==> src/rtl/core/life_like_automaton_stencil_defines.svh <==
// Assertion macros shared by the life-like automaton stencil RTL.
`ifndef LIFE_LIKE_AUTOMATON_STENCIL_DEFINES_SVH
`define LIFE_LIKE_AUTOMATON_STENCIL_DEFINES_SVH

// Same-cycle implication on clk, off while arst_n is low.
`define LLA_ASSERT_IMPLY(label, cond, expr, msg) \
	label: assert property (@(posedge clk) disable iff (!arst_n) (cond) |-> (expr)) \
		else $error(msg);

// Next-cycle implication on clk, off while arst_n is low.
`define LLA_ASSERT_NEXT(label, cond, expr, msg) \
	label: assert property (@(posedge clk) disable iff (!arst_n) (cond) |=> (expr)) \
		else $error(msg);

`endif

==> src/rtl/core/lla_pkg.sv <==
// Shared constants and types for the life-like automaton stencil.
package lla_pkg;

	localparam int MAX_SIZE   = 1024;
	localparam int MIN_SIZE   = 3;
	localparam int ADDR_W     = $clog2(MAX_SIZE);
	localparam int ROW_W      = $clog2(MAX_SIZE + 2);
	localparam int CELL_W     = 10;
	localparam int GRID_W     = 11;
	localparam int RULE_W     = 4;
	localparam int CFG_IDX_W  = 3;
	localparam int CFG_DATA_W = GRID_W;

	localparam logic [GRID_W-1:0] GRID_RESET         = GRID_W'(1000);
	localparam logic [RULE_W-1:0] SURVIVE_LOW_RESET  = RULE_W'(2);
	localparam logic [RULE_W-1:0] SURVIVE_HIGH_RESET = RULE_W'(3);
	localparam logic [RULE_W-1:0] BIRTH_LOW_RESET    = RULE_W'(3);
	localparam logic [RULE_W-1:0] BIRTH_HIGH_RESET   = RULE_W'(3);

	typedef enum logic [CFG_IDX_W-1:0] {
		CFG_GRID_SIZE    = 3'd0,
		CFG_SURVIVE_LOW  = 3'd1,
		CFG_SURVIVE_HIGH = 3'd2,
		CFG_BIRTH_LOW    = 3'd3,
		CFG_BIRTH_HIGH   = 3'd4
	} cfg_reg_t;

	typedef struct packed {
		logic [GRID_W-1:0] grid_size;
		logic [RULE_W-1:0] survive_low;
		logic [RULE_W-1:0] survive_high;
		logic [RULE_W-1:0] birth_low;
		logic [RULE_W-1:0] birth_high;
	} cfg_t;

	// Position and edge flags of one request, fixed at acceptance.
	typedef struct packed {
		logic [ADDR_W-1:0] ic;
		logic [ADDR_W-1:0] cr;
		logic [ADDR_W-1:0] cc;
		logic              b;
		logic              emit;
		logic              last;
		logic              top_edge;
		logic              bot_edge;
		logic              left_edge;
		logic              right_edge;
	} pos_t;

	typedef struct packed {
		logic top_edge;
		logic bot_edge;
		logic left_edge;
		logic right_edge;
	} edge_t;

endpackage

==> src/rtl/core/lla_if.sv <==
// Valid/ready channels for the cell stream and the result stream.
interface lla_cell_if;
	logic valid;
	logic ready;
	logic cell_alive;

	modport source(output valid, output cell_alive, input ready);
	modport sink(input valid, input cell_alive, output ready);
endinterface

interface lla_result_if;
	import lla_pkg::*;

	logic              valid;
	logic              ready;
	logic              next_alive;
	logic [CELL_W-1:0] cell_row;
	logic [CELL_W-1:0] cell_col;
	logic              last_of_generation;

	modport source(output valid, output next_alive, output cell_row, output cell_col,
		output last_of_generation, input ready);
	modport sink(input valid, input next_alive, input cell_row, input cell_col,
		input last_of_generation, output ready);
endinterface

==> src/rtl/core/life_like_automaton_stencil.sv <==
// Top level of the life-like automaton stencil: config, pipeline and result register.
// One generation of a square life-like automaton, one cell per clock unless stalled.
// Cells enter in raster order on the cells channel; after grid_size*grid_size cells,
// send grid_size+1 drain requests (values ignored) to flush the last results. Each
// cell (r,c) is reported one row plus one cell after it entered. The pipeline
// sustains one request per clock unless stalled: the line buffer memory does one read
// and one write per clock, and the neighbor count sits between the stage 1 register
// and the result register. Sizes outside 3..1024 are clamped. The line buffers need
// no clearing pass after reset. Write configuration only while the block is idle.
`include "life_like_automaton_stencil_defines.svh"

module life_like_automaton_stencil (
	input  logic                          clk,
	input  logic                          arst_n,
	lla_cell_if.sink                      cells,
	lla_result_if.source                  results,
	input  logic                          cfg_wr_en,
	input  logic [lla_pkg::CFG_IDX_W-1:0]  cfg_index,
	input  logic [lla_pkg::CFG_DATA_W-1:0] cfg_data
);
	import lla_pkg::*;

	cfg_t              cfg_q;
	pos_t              pos, pos_s1;
	edge_t             edges_s1;
	logic              valid_s1, advance, accept;
	logic [1:0]        rd_data;
	logic              alive;
	logic              res_valid_s2, res_alive_s2, res_last_s2;
	logic [CELL_W-1:0] res_row_s2, res_col_s2;

	// Configuration registers
	always_ff @(posedge clk or negedge arst_n) begin
		if (!arst_n) begin
			cfg_q.grid_size    <= GRID_RESET;
			cfg_q.survive_low  <= SURVIVE_LOW_RESET;
			cfg_q.survive_high <= SURVIVE_HIGH_RESET;
			cfg_q.birth_low    <= BIRTH_LOW_RESET;
			cfg_q.birth_high   <= BIRTH_HIGH_RESET;
		end else if (cfg_wr_en) begin
			unique case (cfg_reg_t'(cfg_index))
				CFG_GRID_SIZE:    cfg_q.grid_size    <= cfg_data[GRID_W-1:0];
				CFG_SURVIVE_LOW:  cfg_q.survive_low  <= cfg_data[RULE_W-1:0];
				CFG_SURVIVE_HIGH: cfg_q.survive_high <= cfg_data[RULE_W-1:0];
				CFG_BIRTH_LOW:    cfg_q.birth_low    <= cfg_data[RULE_W-1:0];
				CFG_BIRTH_HIGH:   cfg_q.birth_high   <= cfg_data[RULE_W-1:0];
				default: ;
			endcase
		end
	end

	// Handshake: stage 1 moves on when the result register is free or drains
	assign accept      = cells.valid && cells.ready;
	assign advance     = valid_s1 && (!res_valid_s2 || results.ready);
	assign cells.ready = !valid_s1 || advance;

	lla_position u_position (
		.clk        (clk),
		.arst_n     (arst_n),
		.step       (accept),
		.cell_alive (cells.cell_alive),
		.grid_size  (cfg_q.grid_size),
		.pos        (pos)
	);

	// Stage 1: hold the request position while the line buffers are read
	always_ff @(posedge clk or negedge arst_n) begin
		if (!arst_n) begin
			valid_s1 <= 1'b0;
		end else if (accept) begin
			valid_s1 <= 1'b1;
		end else if (advance) begin
			valid_s1 <= 1'b0;
		end
	end

	always_ff @(posedge clk) begin
		if (accept) begin
			pos_s1 <= pos;
		end
	end

	lla_linebuf u_linebuf (
		.clk     (clk),
		.rd_en   (accept),
		.rd_addr (pos.ic),
		.wr_en   (advance),
		.wr_addr (pos_s1.ic),
		.wr_data ({rd_data[0], pos_s1.b}),
		.rd_data (rd_data)
	);

	assign edges_s1.top_edge   = pos_s1.top_edge;
	assign edges_s1.bot_edge   = pos_s1.bot_edge;
	assign edges_s1.left_edge  = pos_s1.left_edge;
	assign edges_s1.right_edge = pos_s1.right_edge;

	lla_rule u_rule (
		.clk    (clk),
		.arst_n (arst_n),
		.step   (advance),
		.top    (rd_data[1]),
		.mid    (rd_data[0]),
		.b      (pos_s1.b),
		.edges  (edges_s1),
		.cfg    (cfg_q),
		.alive  (alive)
	);

	// Result register: load on an emitting request, drop once taken
	always_ff @(posedge clk or negedge arst_n) begin
		if (!arst_n) begin
			res_valid_s2 <= 1'b0;
		end else if (advance && pos_s1.emit) begin
			res_valid_s2 <= 1'b1;
		end else if (results.ready) begin
			res_valid_s2 <= 1'b0;
		end
	end

	always_ff @(posedge clk) begin
		if (advance && pos_s1.emit) begin
			res_alive_s2 <= alive;
			res_row_s2   <= CELL_W'(pos_s1.cr);
			res_col_s2   <= CELL_W'(pos_s1.cc);
			res_last_s2  <= pos_s1.last;
		end
	end

	assign results.valid              = res_valid_s2;
	assign results.next_alive         = res_alive_s2;
	assign results.cell_row           = res_row_s2;
	assign results.cell_col           = res_col_s2;
	assign results.last_of_generation = res_last_s2;

	`LLA_ASSERT_NEXT(a_s1_hold, valid_s1 && !advance, valid_s1 && $stable(pos_s1), "stage 1 request changed while stalled")
	`LLA_ASSERT_IMPLY(a_last_corner, valid_s1 && pos_s1.last, pos_s1.emit && pos_s1.bot_edge && pos_s1.right_edge, "last cell is not the bottom right corner")
	`LLA_ASSERT_IMPLY(a_last_diag, results.valid && results.last_of_generation, results.cell_row == results.cell_col, "last result off the diagonal")

endmodule

==> src/rtl/core/lla_position.sv <==
// Raster position counters: input row/column, reported cell and edge flags.
module lla_position (
	input  logic                      clk,
	input  logic                      arst_n,
	input  logic                      step,
	input  logic                      cell_alive,
	input  logic [lla_pkg::GRID_W-1:0] grid_size,
	output lla_pkg::pos_t             pos
);
	import lla_pkg::*;

	logic [ROW_W-1:0]  row_q, row_d, ir;
	logic [ROW_W-1:0]  s, s_m1, s_p1;
	logic [ROW_W-1:0]  ic_ext, ic_p1, cr_full, cc_full;
	logic [ADDR_W-1:0] col_q, col_d, ic;
	logic              restart, wrap, emit, last;

	// Saturate the grid side to the supported range
	always_comb begin
		if (int'(grid_size) < MIN_SIZE) begin
			s = ROW_W'(MIN_SIZE);
		end else if (int'(grid_size) > MAX_SIZE) begin
			s = ROW_W'(MAX_SIZE);
		end else begin
			s = ROW_W'(grid_size);
		end
	end

	assign s_m1 = s - ROW_W'(1);
	assign s_p1 = s + ROW_W'(1);

	// Restart at a new generation when the position lies outside the stream
	assign restart = (ROW_W'(col_q) >= s) || (row_q > s_p1) ||
		((row_q == s_p1) && (col_q != '0));
	assign ir     = restart ? '0 : row_q;
	assign ic     = restart ? '0 : col_q;
	assign ic_ext = ROW_W'(ic);

	// Reported cell trails the input by one row and one cell
	always_comb begin
		if (ic == '0) begin
			emit    = ir >= ROW_W'(2);
			cr_full = ir - ROW_W'(2);
			cc_full = s_m1;
		end else begin
			emit    = ir >= ROW_W'(1);
			cr_full = ir - ROW_W'(1);
			cc_full = ic_ext - ROW_W'(1);
		end
	end

	assign last  = emit && (cr_full == s_m1) && (cc_full == s_m1);
	assign ic_p1 = ic_ext + ROW_W'(1);
	assign wrap  = ic_p1 >= s;

	// Advance the input position
	always_comb begin
		if (last) begin
			col_d = '0;
			row_d = '0;
		end else if (wrap) begin
			col_d = '0;
			row_d = ir + ROW_W'(1);
		end else begin
			col_d = ADDR_W'(ic_p1);
			row_d = ir;
		end
	end

	always_ff @(posedge clk or negedge arst_n) begin
		if (!arst_n) begin
			row_q <= '0;
			col_q <= '0;
		end else if (step) begin
			row_q <= row_d;
			col_q <= col_d;
		end
	end

	assign pos.ic         = ic;
	assign pos.cr         = ADDR_W'(cr_full);
	assign pos.cc         = ADDR_W'(cc_full);
	assign pos.b          = (ir < s) ? cell_alive : 1'b0;
	assign pos.emit       = emit;
	assign pos.last       = last;
	assign pos.top_edge   = cr_full == '0;
	assign pos.bot_edge   = cr_full == s_m1;
	assign pos.left_edge  = cc_full == '0;
	assign pos.right_edge = cc_full == s_m1;

endmodule

==> src/rtl/core/lla_linebuf.sv <==
// Two line buffers packed in one single-port-pair memory, upper row in bit 1.
module lla_linebuf (
	input  logic                      clk,
	input  logic                      rd_en,
	input  logic [lla_pkg::ADDR_W-1:0] rd_addr,
	input  logic                      wr_en,
	input  logic [lla_pkg::ADDR_W-1:0] wr_addr,
	input  logic [1:0]                wr_data,
	output logic [1:0]                rd_data
);
	import lla_pkg::*;

	logic [1:0] mem [MAX_SIZE];

	// Write the shifted column
	always_ff @(posedge clk) begin
		if (wr_en) begin
			mem[wr_addr] <= wr_data;
		end
	end

	// Registered read; pass write data through on an address match
	always_ff @(posedge clk) begin
		if (rd_en) begin
			if (wr_en && (wr_addr == rd_addr)) begin
				rd_data <= wr_data;
			end else begin
				rd_data <= mem[rd_addr];
			end
		end
	end

endmodule

==> src/rtl/core/lla_rule.sv <==
// 3x3 window register, neighbor count and survive/birth decision.
module lla_rule (
	input  logic          clk,
	input  logic          arst_n,
	input  logic          step,
	input  logic          top,
	input  logic          mid,
	input  logic          b,
	input  lla_pkg::edge_t edges,
	input  lla_pkg::cfg_t  cfg,
	output logic          alive
);
	import lla_pkg::*;

	localparam int         CENTRE     = 4;
	localparam logic [8:0] TOP_MASK   = 9'h049;
	localparam logic [8:0] BOT_MASK   = 9'h124;
	localparam logic [8:0] LEFT_MASK  = 9'h007;
	localparam logic [8:0] RIGHT_MASK = 9'h1C0;

	logic [8:0]        window_q, win_d, win_m;
	logic [RULE_W-1:0] cnt;

	// Shift in the new column on the right
	assign win_d = {b, mid, top, window_q[8:3]};

	always_ff @(posedge clk or negedge arst_n) begin
		if (!arst_n) begin
			window_q <= '0;
		end else if (step) begin
			window_q <= win_d;
		end
	end

	// Drop neighbors that lie outside the grid
	always_comb begin
		win_m = win_d;
		if (edges.top_edge)   win_m = win_m & ~TOP_MASK;
		if (edges.bot_edge)   win_m = win_m & ~BOT_MASK;
		if (edges.left_edge)  win_m = win_m & ~LEFT_MASK;
		if (edges.right_edge) win_m = win_m & ~RIGHT_MASK;
	end

	// Count the eight neighbors
	always_comb begin
		cnt = '0;
		for (int i = 0; i < 9; i++) begin
			if (i != CENTRE) begin
				cnt = cnt + RULE_W'(win_m[i]);
			end
		end
	end

	always_comb begin
		if (win_m[CENTRE]) begin
			alive = (cfg.survive_low <= cnt) && (cnt <= cfg.survive_high);
		end else begin
			alive = (cfg.birth_low <= cnt) && (cnt <= cfg.birth_high);
		end
	end

endmodule
==> src/flat_wrapper.sv <==
// flat-port wrapper written by rule: the top's interface ports become plain ports
module life_like_automaton_stencil_flat import lla_pkg::*;
  (clk, arst_n, cfg_wr_en, cfg_index, cfg_data, cells_valid, cells_cell_alive, cells_ready, results_valid, results_next_alive, results_cell_row, results_cell_col, results_last_of_generation, results_ready);
  lla_cell_if cells_i ();
  lla_result_if results_i ();
  input  logic clk;
  input  logic arst_n;
  input  logic cfg_wr_en;
  input  logic [lla_pkg::CFG_IDX_W-1:0] cfg_index;
  input  logic [lla_pkg::CFG_DATA_W-1:0] cfg_data;
  input wire logic [$bits(cells_i.valid)-1:0] cells_valid;
  input wire logic [$bits(cells_i.cell_alive)-1:0] cells_cell_alive;
  output wire logic [$bits(cells_i.ready)-1:0] cells_ready;
  output wire logic [$bits(results_i.valid)-1:0] results_valid;
  output wire logic [$bits(results_i.next_alive)-1:0] results_next_alive;
  output wire logic [$bits(results_i.cell_row)-1:0] results_cell_row;
  output wire logic [$bits(results_i.cell_col)-1:0] results_cell_col;
  output wire logic [$bits(results_i.last_of_generation)-1:0] results_last_of_generation;
  input wire logic [$bits(results_i.ready)-1:0] results_ready;
  assign cells_i.valid = cells_valid;
  assign cells_i.cell_alive = cells_cell_alive;
  assign cells_ready = cells_i.ready;
  assign results_valid = results_i.valid;
  assign results_next_alive = results_i.next_alive;
  assign results_cell_row = results_i.cell_row;
  assign results_cell_col = results_i.cell_col;
  assign results_last_of_generation = results_i.last_of_generation;
  assign results_i.ready = results_ready;
  life_like_automaton_stencil u_core (.clk(clk), .arst_n(arst_n), .cells(cells_i), .results(results_i), .cfg_wr_en(cfg_wr_en), .cfg_index(cfg_index), .cfg_data(cfg_data));
endmodule
==> config.mk <==
export PLATFORM = sky130hd
export DESIGN_NAME = life_like_automaton_stencil_flat
export DESIGN_NICKNAME = d
export VERILOG_FILES = /design/src/rtl/core/lla_pkg.sv /design/src/rtl/core/lla_if.sv /design/src/rtl/core/life_like_automaton_stencil.sv /design/src/rtl/core/lla_position.sv /design/src/rtl/core/lla_linebuf.sv /design/src/rtl/core/lla_rule.sv /design/src/flat_wrapper.sv
export VERILOG_INCLUDE_DIRS = /design/src /design/src/rtl/core
export SDC_FILE = /design/constraint.sdc
export NUM_CORES = 2
export LEC_CHECK = 0
export ABC_CLOCK_PERIOD_IN_PS = 15700
export BUFFER_PORTS_ARGS = -buffer_cell sky130_fd_sc_hd__buf_2
export CORE_MARGIN = 2
export CORE_UTILIZATION = 50
export CTS_BUF_LIST = sky130_fd_sc_hd__clkbuf_8 sky130_fd_sc_hd__clkbuf_16
export DETAILED_ROUTE_END_ITERATION = 8
export PLACE_DENSITY = 0.79
export SYNTH_ARGS = -nofsm -noshare
export SYNTH_HDL_FRONTEND = slang
export SYNTH_HIERARCHICAL = 1
export SYNTH_SLANG_ARGS = --single-unit
export TNS_END_PERCENT = 100
==> constraint.sdc <==
create_clock -name clk -period 15.7 [get_ports clk]
set_input_delay 1.57 -clock clk [delete_from_list [all_inputs] [get_ports clk]]
set_output_delay 1.57 -clock clk [all_outputs]
set_load 0.005 [all_outputs]
=== Word-level counts from Yosys, hierarchy flattened ===
Memories as Yosys holds them, arrays and structs flattened. A register that Yosys moved wholly into a read port is not among the register bits.
Index checks and enable logic that the tools add are counted.

* Add/sub/neg operators: 14
* Order comparisons: 12
* Equal/unequal tests: 7
* Muxes and demuxes: 22
* Reduce and logical (&&, ||, !) cells: 26

{| class="wikitable"
|+ Operator list
! operator !! count
|-
| two-way mux 11 bit || 7
|-
| equality test 11 bit || 3
|-
| two-way mux 10 bit || 3
|-
| adder 11 x 1 -> 11 bit (second input constant) || 2
|-
| zero test 11 bit || 2
|-
| subtractor 11 x 1 -> 11 bit (second input constant) || 2
|-
| two-way mux 9 bit || 2
|-
| adder 4 x 1 -> 4 bit || 4
|-
| <= comparator 4 bit || 4
|-
| adder 10 x 1 -> 11 bit (second input constant) || 1
|-
| >= comparator 10 x 11 -> 1 bit || 1
|-
| >= comparator 11 x 1 -> 1 bit (second input constant) || 1
|-
| >= comparator 11 bit || 1
|-
| >= comparator 11 x 2 -> 1 bit (second input constant) || 1
|-
| > comparator 11 bit || 1
|-
| > comparator 11 bit (second input constant) || 1
|-
| < comparator 11 bit || 1
|-
| < comparator 11 x 2 -> 1 bit (second input constant) || 1
|-
| subtractor 10 x 1 -> 11 bit (second input constant) || 1
|-
| subtractor 11 x 2 -> 11 bit (second input constant) || 1
|-
| zero test 10 bit || 1
|-
| AND reduction 2 bit || 5
|-
| nonzero test 10 bit || 1
|-
| logical AND 1 bit || 8
|-
| other kinds (13) || 26
|}

* Register bits after elaboration: 118
* Memory bits (writable): 2048
* Input port bits: 20
* Word-level logic and storage cells: 106
* Memories kept: 1

{| class="wikitable"
|+ Memory list
! memory !! words !! width !! read ports !! clocked after Yosys merged registers in !! wr ports !! line !! source
|-
| u_core.u_linebuf.mem || 1024 || 2 || 1 || 1 || 1 || lla_linebuf.sv:13 || <nowiki>logic [1:0] mem [MAX_SIZE];</nowiki>
|}

=== Logic depth before layout (Yosys ltp) ===
* Depth in word-level cells: 14
* Mapped depth: 37
* Gate-level depth less buffers: 31

=== Cells and area by module ===
The synthesis kept the hierarchy.

{| class="wikitable"
|+ By module, submodules not included
! module !! times used !! cells each !! area an instance (µm²)
|-
| lla_linebuf || 1 || 4816 || 84130.7
|-
| lla_position || 1 || 598 || 4369.2
|-
| life_like_automaton_stencil || 1 || 129 || 2945.3
|-
| lla_rule || 1 || 95 || 868.3
|}

=== Worst setup path before layout ===
OpenSTA, ideal clock, no wires.

* Kind: register to register
* Start: register u_core/pos_s1[6] in the netlist's numbering
* End: register u_core.res_alive_s2, in the netlist u_core/results.next_alive, data pin
* Library setup time: 170 ps
* Data arrival time: 16082 ps
* Path slack: -552 ps
* Stages on the path, launching flop included: 13
* Clock period less this slack: 16252 ps
* Path through: edfxtp_1 -> nand2_1 -> fa_1 -> inv_1 -> fa_1 -> inv_1 -> fa_1 -> ha_1 -> nor2b_1 -> a2bb2oi_1 -> maj3_1 -> and2_1 -> o32ai_2

* Word-level cells in the longest chain between the ends: 6
* Elaborated cells between the ends (all ways): 10
* Those cells by class: add/sub (1); order compare (4); mux (3); reduce/logical (2)

{| class="wikitable"
|+ Ends and longest elaborated chain
! element !! line !! source
|-
| start, declared || life_like_automaton_stencil.sv:24 || <nowiki>pos_t pos, pos_s1;</nowiki>
|-
| start signal, assigned || life_like_automaton_stencil.sv:79 || <nowiki>pos_s1 <= pos;</nowiki>
|-
| two-way mux 9 bit (*) || lla_rule.sv:39 || <nowiki>if (edges.bot_edge) win_m = win_m & ~BOT_MASK;</nowiki>
|-
| two-way mux 9 bit (*) || lla_rule.sv:41 || <nowiki>if (edges.right_edge) win_m = win_m & ~RIGHT_MASK;</nowiki>
|-
| adder 4 x 1 -> 4 bit (*) || lla_rule.sv:49 || <nowiki>cnt = cnt + RULE_W'(win_m[i]);</nowiki>
|-
| <= comparator 4 bit, on equally long branches || lla_rule.sv:58, lla_rule.sv:56 ||
|-
| logical AND 1 bit, on equally long branches || lla_rule.sv:58, lla_rule.sv:56 ||
|-
| two-way mux 1 bit (*) || lla_rule.sv:55 || <nowiki>if (win_m[CENTRE]) begin</nowiki>
|-
| net u_core.alive || life_like_automaton_stencil.sv:28 || <nowiki>logic alive;</nowiki>
|-
| end signal, assigned || life_like_automaton_stencil.sv:123 || <nowiki>res_alive_s2 <= alive;</nowiki>
|-
| end, declared || life_like_automaton_stencil.sv:29 || <nowiki>logic res_valid_s2, res_alive_s2, res_last_s2;</nowiki>
|}

The timed path passes the listed nets; every way through them passes the cells marked *.
A chain may end at the register's enable or synchronous reset.

==> results.md <==
* Share of cells above drive strength 1 at 18.8%
* Unrepaired setup endpoints after global routing: no
* DRT iter0 DRCs at 9976
* HPWL after detailed placement at 139000 um
* R2R cell count at 25
* Residual DRC count at 0
* Failing checks: max-capacitance violations
* Final Hold Violating Endpoints at 0
* Clock-pin slew on the worst setup and hold paths at 70 ps
* Routability cong. at 0.910
* Final period util at 66.3%
* Synthesized flop and latch total at 2165
* Placed cell area at 0.0943 sq mm
* Most frequent CP cell: o21ai_0
* Area contributors post-synth: edfxtp_1 69%, mux4_2 11%, nor2_1 4.5%
* Slew Limit Fails at 0
* Total Die Area at 0.188 sq mm
* Asr flop ratio synth at 2.59%
* Number of clock sinks at 2165
* Final Skew at 83.8 ps
* Final min period at 10410 ps
* Hold path depth at 0
* Die H at 434 um
* Post-synth EDFFs at 2109
* Final TNS setup at 0 ps
* Status: finished, violations left
* Worst VDD drop at 189 uV
* Slowest stage delay, CP at 870 ps
* First-pass GRT wire length at 364000 um
* Max transition margin at 1.53%
* Yosys top cell by area: edfxtp_1
* Hold WC Path Type: register to register
* Routed via count at 54464
* Crit path required time at 16330 ps
* FF-to-FF setup slack at 5290 ps
* Combinational family with the most area after synthesis: multiplexers
* Hold Crit Endpoint: u_core/results.cell_row[1]
* Number of antenna violations at the first check in global routing at 4
* Wl on met1 at 85200 um
* HP Start: u_core/pos_s1[18]
* Synth Cell Area at 0.0923 sq mm
* Antenna viol nets, final at 0
* Top_reg_cell synth: edfxtp_1
* Clock root buffer: clkbuf_16
* Yosys synthesis warning count at 6
* Max capacitance violation total at 1
* Area growth from synthesis to layout at 9.79%
* Final WL at 253000 um
* Initial core utilization at 50.4%
* Element type at the critical path end: register
* Crit Path Class: register to register
* LEAKAGE at 31.3 nW
* Capturing point of the worst reg2reg path: u_core/u_linebuf/rd_data[0]
* Post-CTS sizing at 0
* Worst reg2reg startpoint: u_core/cfg_q[18]
* Max Fclk at 0.0961 GHz
* # hold bufs at CTS at 0
* H-Tree Depth at 4
* Simple-gate share of the synthesized area at 7.58%
* IO Count at 44
* Core Box Area at 0.183 sq mm
* DR WL met3 at 36300 um
* TritonCTS Buffers at 206
* IO buf count at 43
* Cells after synthesis at 5638
* CTS Buffer Depth at 3
* Worst Setup SP: u_core/cfg_q[18]
* CTS tree: yes
* Synth Area in XOR/XNOR at 0.522%
* Sequential area share after synthesis at 70.1%
* Congestion Overflow GR at 0
* Rows at 157
* Routed len/inst at 30.9 um
* Mux contribution to synthesized area at 13.8%
* Slowest CP cell: buf_4
* Arrival @ worst endpoint at 11040 ps
* Metal2 WL at 116000 um
* Critical Path Source Type: register
* Tot GR Track Use at 26.7%
* Pin count of the biggest net entering global routing at 269
* Number of library cell types mapped by synthesis at 104
* DR pass1 iterations at 8
* Non-Filler Cell Area, Final at 0.101 sq mm
* Clock latency on the worst-skew pair at 890 ps
* Fin nets at 5652
* Vias in the first global route at 53335
* Vias per cell at 6.64
* Worst-Margin Slew at 1470 ps
* PwrDens at 182 mW/mm^2
* Avg Cell Area, Syn at 16.4 sq um
* Post-synth top area share at 68.6%
* Syn Nets at 5729
* Compound-Gate Fraction of Synth Area at 4.08%
* Post-Synth Adder-Cell Area at 1.02%
* Post-CTS Setup Bufs at 0
* Die X at 434 um
* Setup violators final at 0
* Critical Path Fanout Max at 80
* DR top layer: met5
==> report_power, final <==
group,leakage (nW),internal [W],total [W],switching [W]
Sequential,19.7,0.00703,0.00712,0.0000888
Combinational,8.10,0.00243,0.00616,0.00372
Clock,3.54,0.00289,0.00512,0.00223
Total,31.3,0.0124,0.0184,0.00604
==> flip-flops by register name, indices dropped and copies added, names as in the netlist <==
signal                             count
u_core/u_rule/window_q                 6
u_core/results.valid                   1
u_core/results.next_alive              1
u_core/results.last_of_generation      1
u_core/edges_s1                        4
u_core/u_position/col_q               10
u_core/u_position/row_q               11
u_core/u_linebuf/mem                2048
u_core/results.cell_row               10
u_core/pos_s1                         33
u_core/cfg_q                          27
u_core/u_linebuf/rd_data               2
u_core/valid_s1                        1
u_core/results.cell_col               10
==> kinds of logic after synthesis <==
group           count (synthesis)
buf+inv                       497
mux                           694
compound gates                520
simple gates                 1634
fa+ha+maj                      73
flops                        2165
xor+xnor                       55
==> Yosys cell counts (18+ instances only) <==
| cell type | number |
|---|---|
| a22oi_1 | 78 |
| a21oi_1 | 106 |
| buf_2 | 55 |
| edfxtp_1 | 2109 |
| clkbuf_1 | 261 |
| mux2_2 | 51 |
| nand3_1 | 73 |
| xor2_1 | 18 |
| nor2_1 | 1107 |
| dfrtp_1 | 43 |
| inv_1 | 50 |
| o22ai_1 | 50 |
| nor2b_1 | 26 |
| buf_1 | 49 |
| nor3_1 | 64 |
| ha_1 | 67 |
| nor4_1 | 24 |
| nand4_1 | 26 |
| a31oi_1 | 18 |
| buf_8 | 19 |
| and2_1 | 22 |
| nand2b_1 | 19 |
| a22o_1 | 19 |
| xnor2_1 | 37 |
| o21ai_0 | 40 |
| mux4_2 | 444 |
| o221ai_1 | 63 |
| mux2i_1 | 187 |
| buf_6 | 26 |
| nand2_1 | 187 |
==> routing by layer <==
layer	global-route usage, %	vias up
met5	0.156	-
met4	13.5	8
met3	7.90	914
met2	41.0	4363
met1	34.7	27388
li1	-	21791
==> worst max path at each step <==
stage | endpoint | slack [ps] | cells after the start
final | u_core/u_linebuf/rd_data[0] | 5290 | 25
after CTS | u_core/u_linebuf/rd_data[0] | 5550 | 25
after detailed placement | u_core/u_linebuf/rd_data[0] | 5660 | 25
after global placement | u_core/u_linebuf/rd_data[1] | 5930 | 25
after global routing | u_core/u_linebuf/rd_data[0] | 4760 | 25
after floorplan | u_core/results.next_alive | -500 | 12
==> cells in the final DEF, fill, tap and decap left out, drive strengths merged, types with 37 or more instances in the layout <==
master / netlist / layout
ha: 67 / 67
nand2: 187 / 187
edfxtp: 2109 / 2109
clkinv: 2 / 91
mux2i: 188 / 188
dfrtp: 43 / 43
mux2: 54 / 54
inv: 52 / 99
nand3: 73 / 73
a22oi: 79 / 79
nor3: 65 / 65
mux4: 452 / 452
clkbuf: 261 / 206
o21ai: 51 / 51
xnor2: 37 / 37
o221ai: 64 / 64
o22ai: 51 / 51
buf: 182 / 158
nor2: 1109 / 1109
a21oi: 111 / 111
==> critical path, delay by kind of cell, from the launching register on <==
| kind | cells | cell delay, ps |
|---|---|---|
| and+or+nand+nor | 7 | 2080 |
| buffers and inverters | 4 | 2680 |
| DFF | 1 | 460 |
| muxes | 2 | 750 |
| AOI/OAI and AO/OA | 10 | 3430 |
| adders and majority gates | 2 | 600 |
==> cell type report <==
class,instances,area [sq um]
well taps,2464,3080
multi-input cells,2976,25100
clock inverters,177,1850
repair buffers,158,1180
clock buffers,206,5150
flip-flops and latches,2165,64700
fillers,13366,81900
inverters,54,221
diodes,3,7.51
==> per-stage QoR <==
step	std cells	hold WS, ps	power (W)	util (%)	setup slack (ps)
finish	8203	355	0.0184	55.3	5290
global route	8201	375	0.0189	55.3	4760
CTS	8200	358	0.0183	55.3	5550
detailed placement	7817	405	0.0132	51.5	5660
global placement	7817	406	0.0131	51.5	5930
floorplan	5638	400	0.0124	-	-499
No activity file was read; power rests on OpenSTA's default activity.
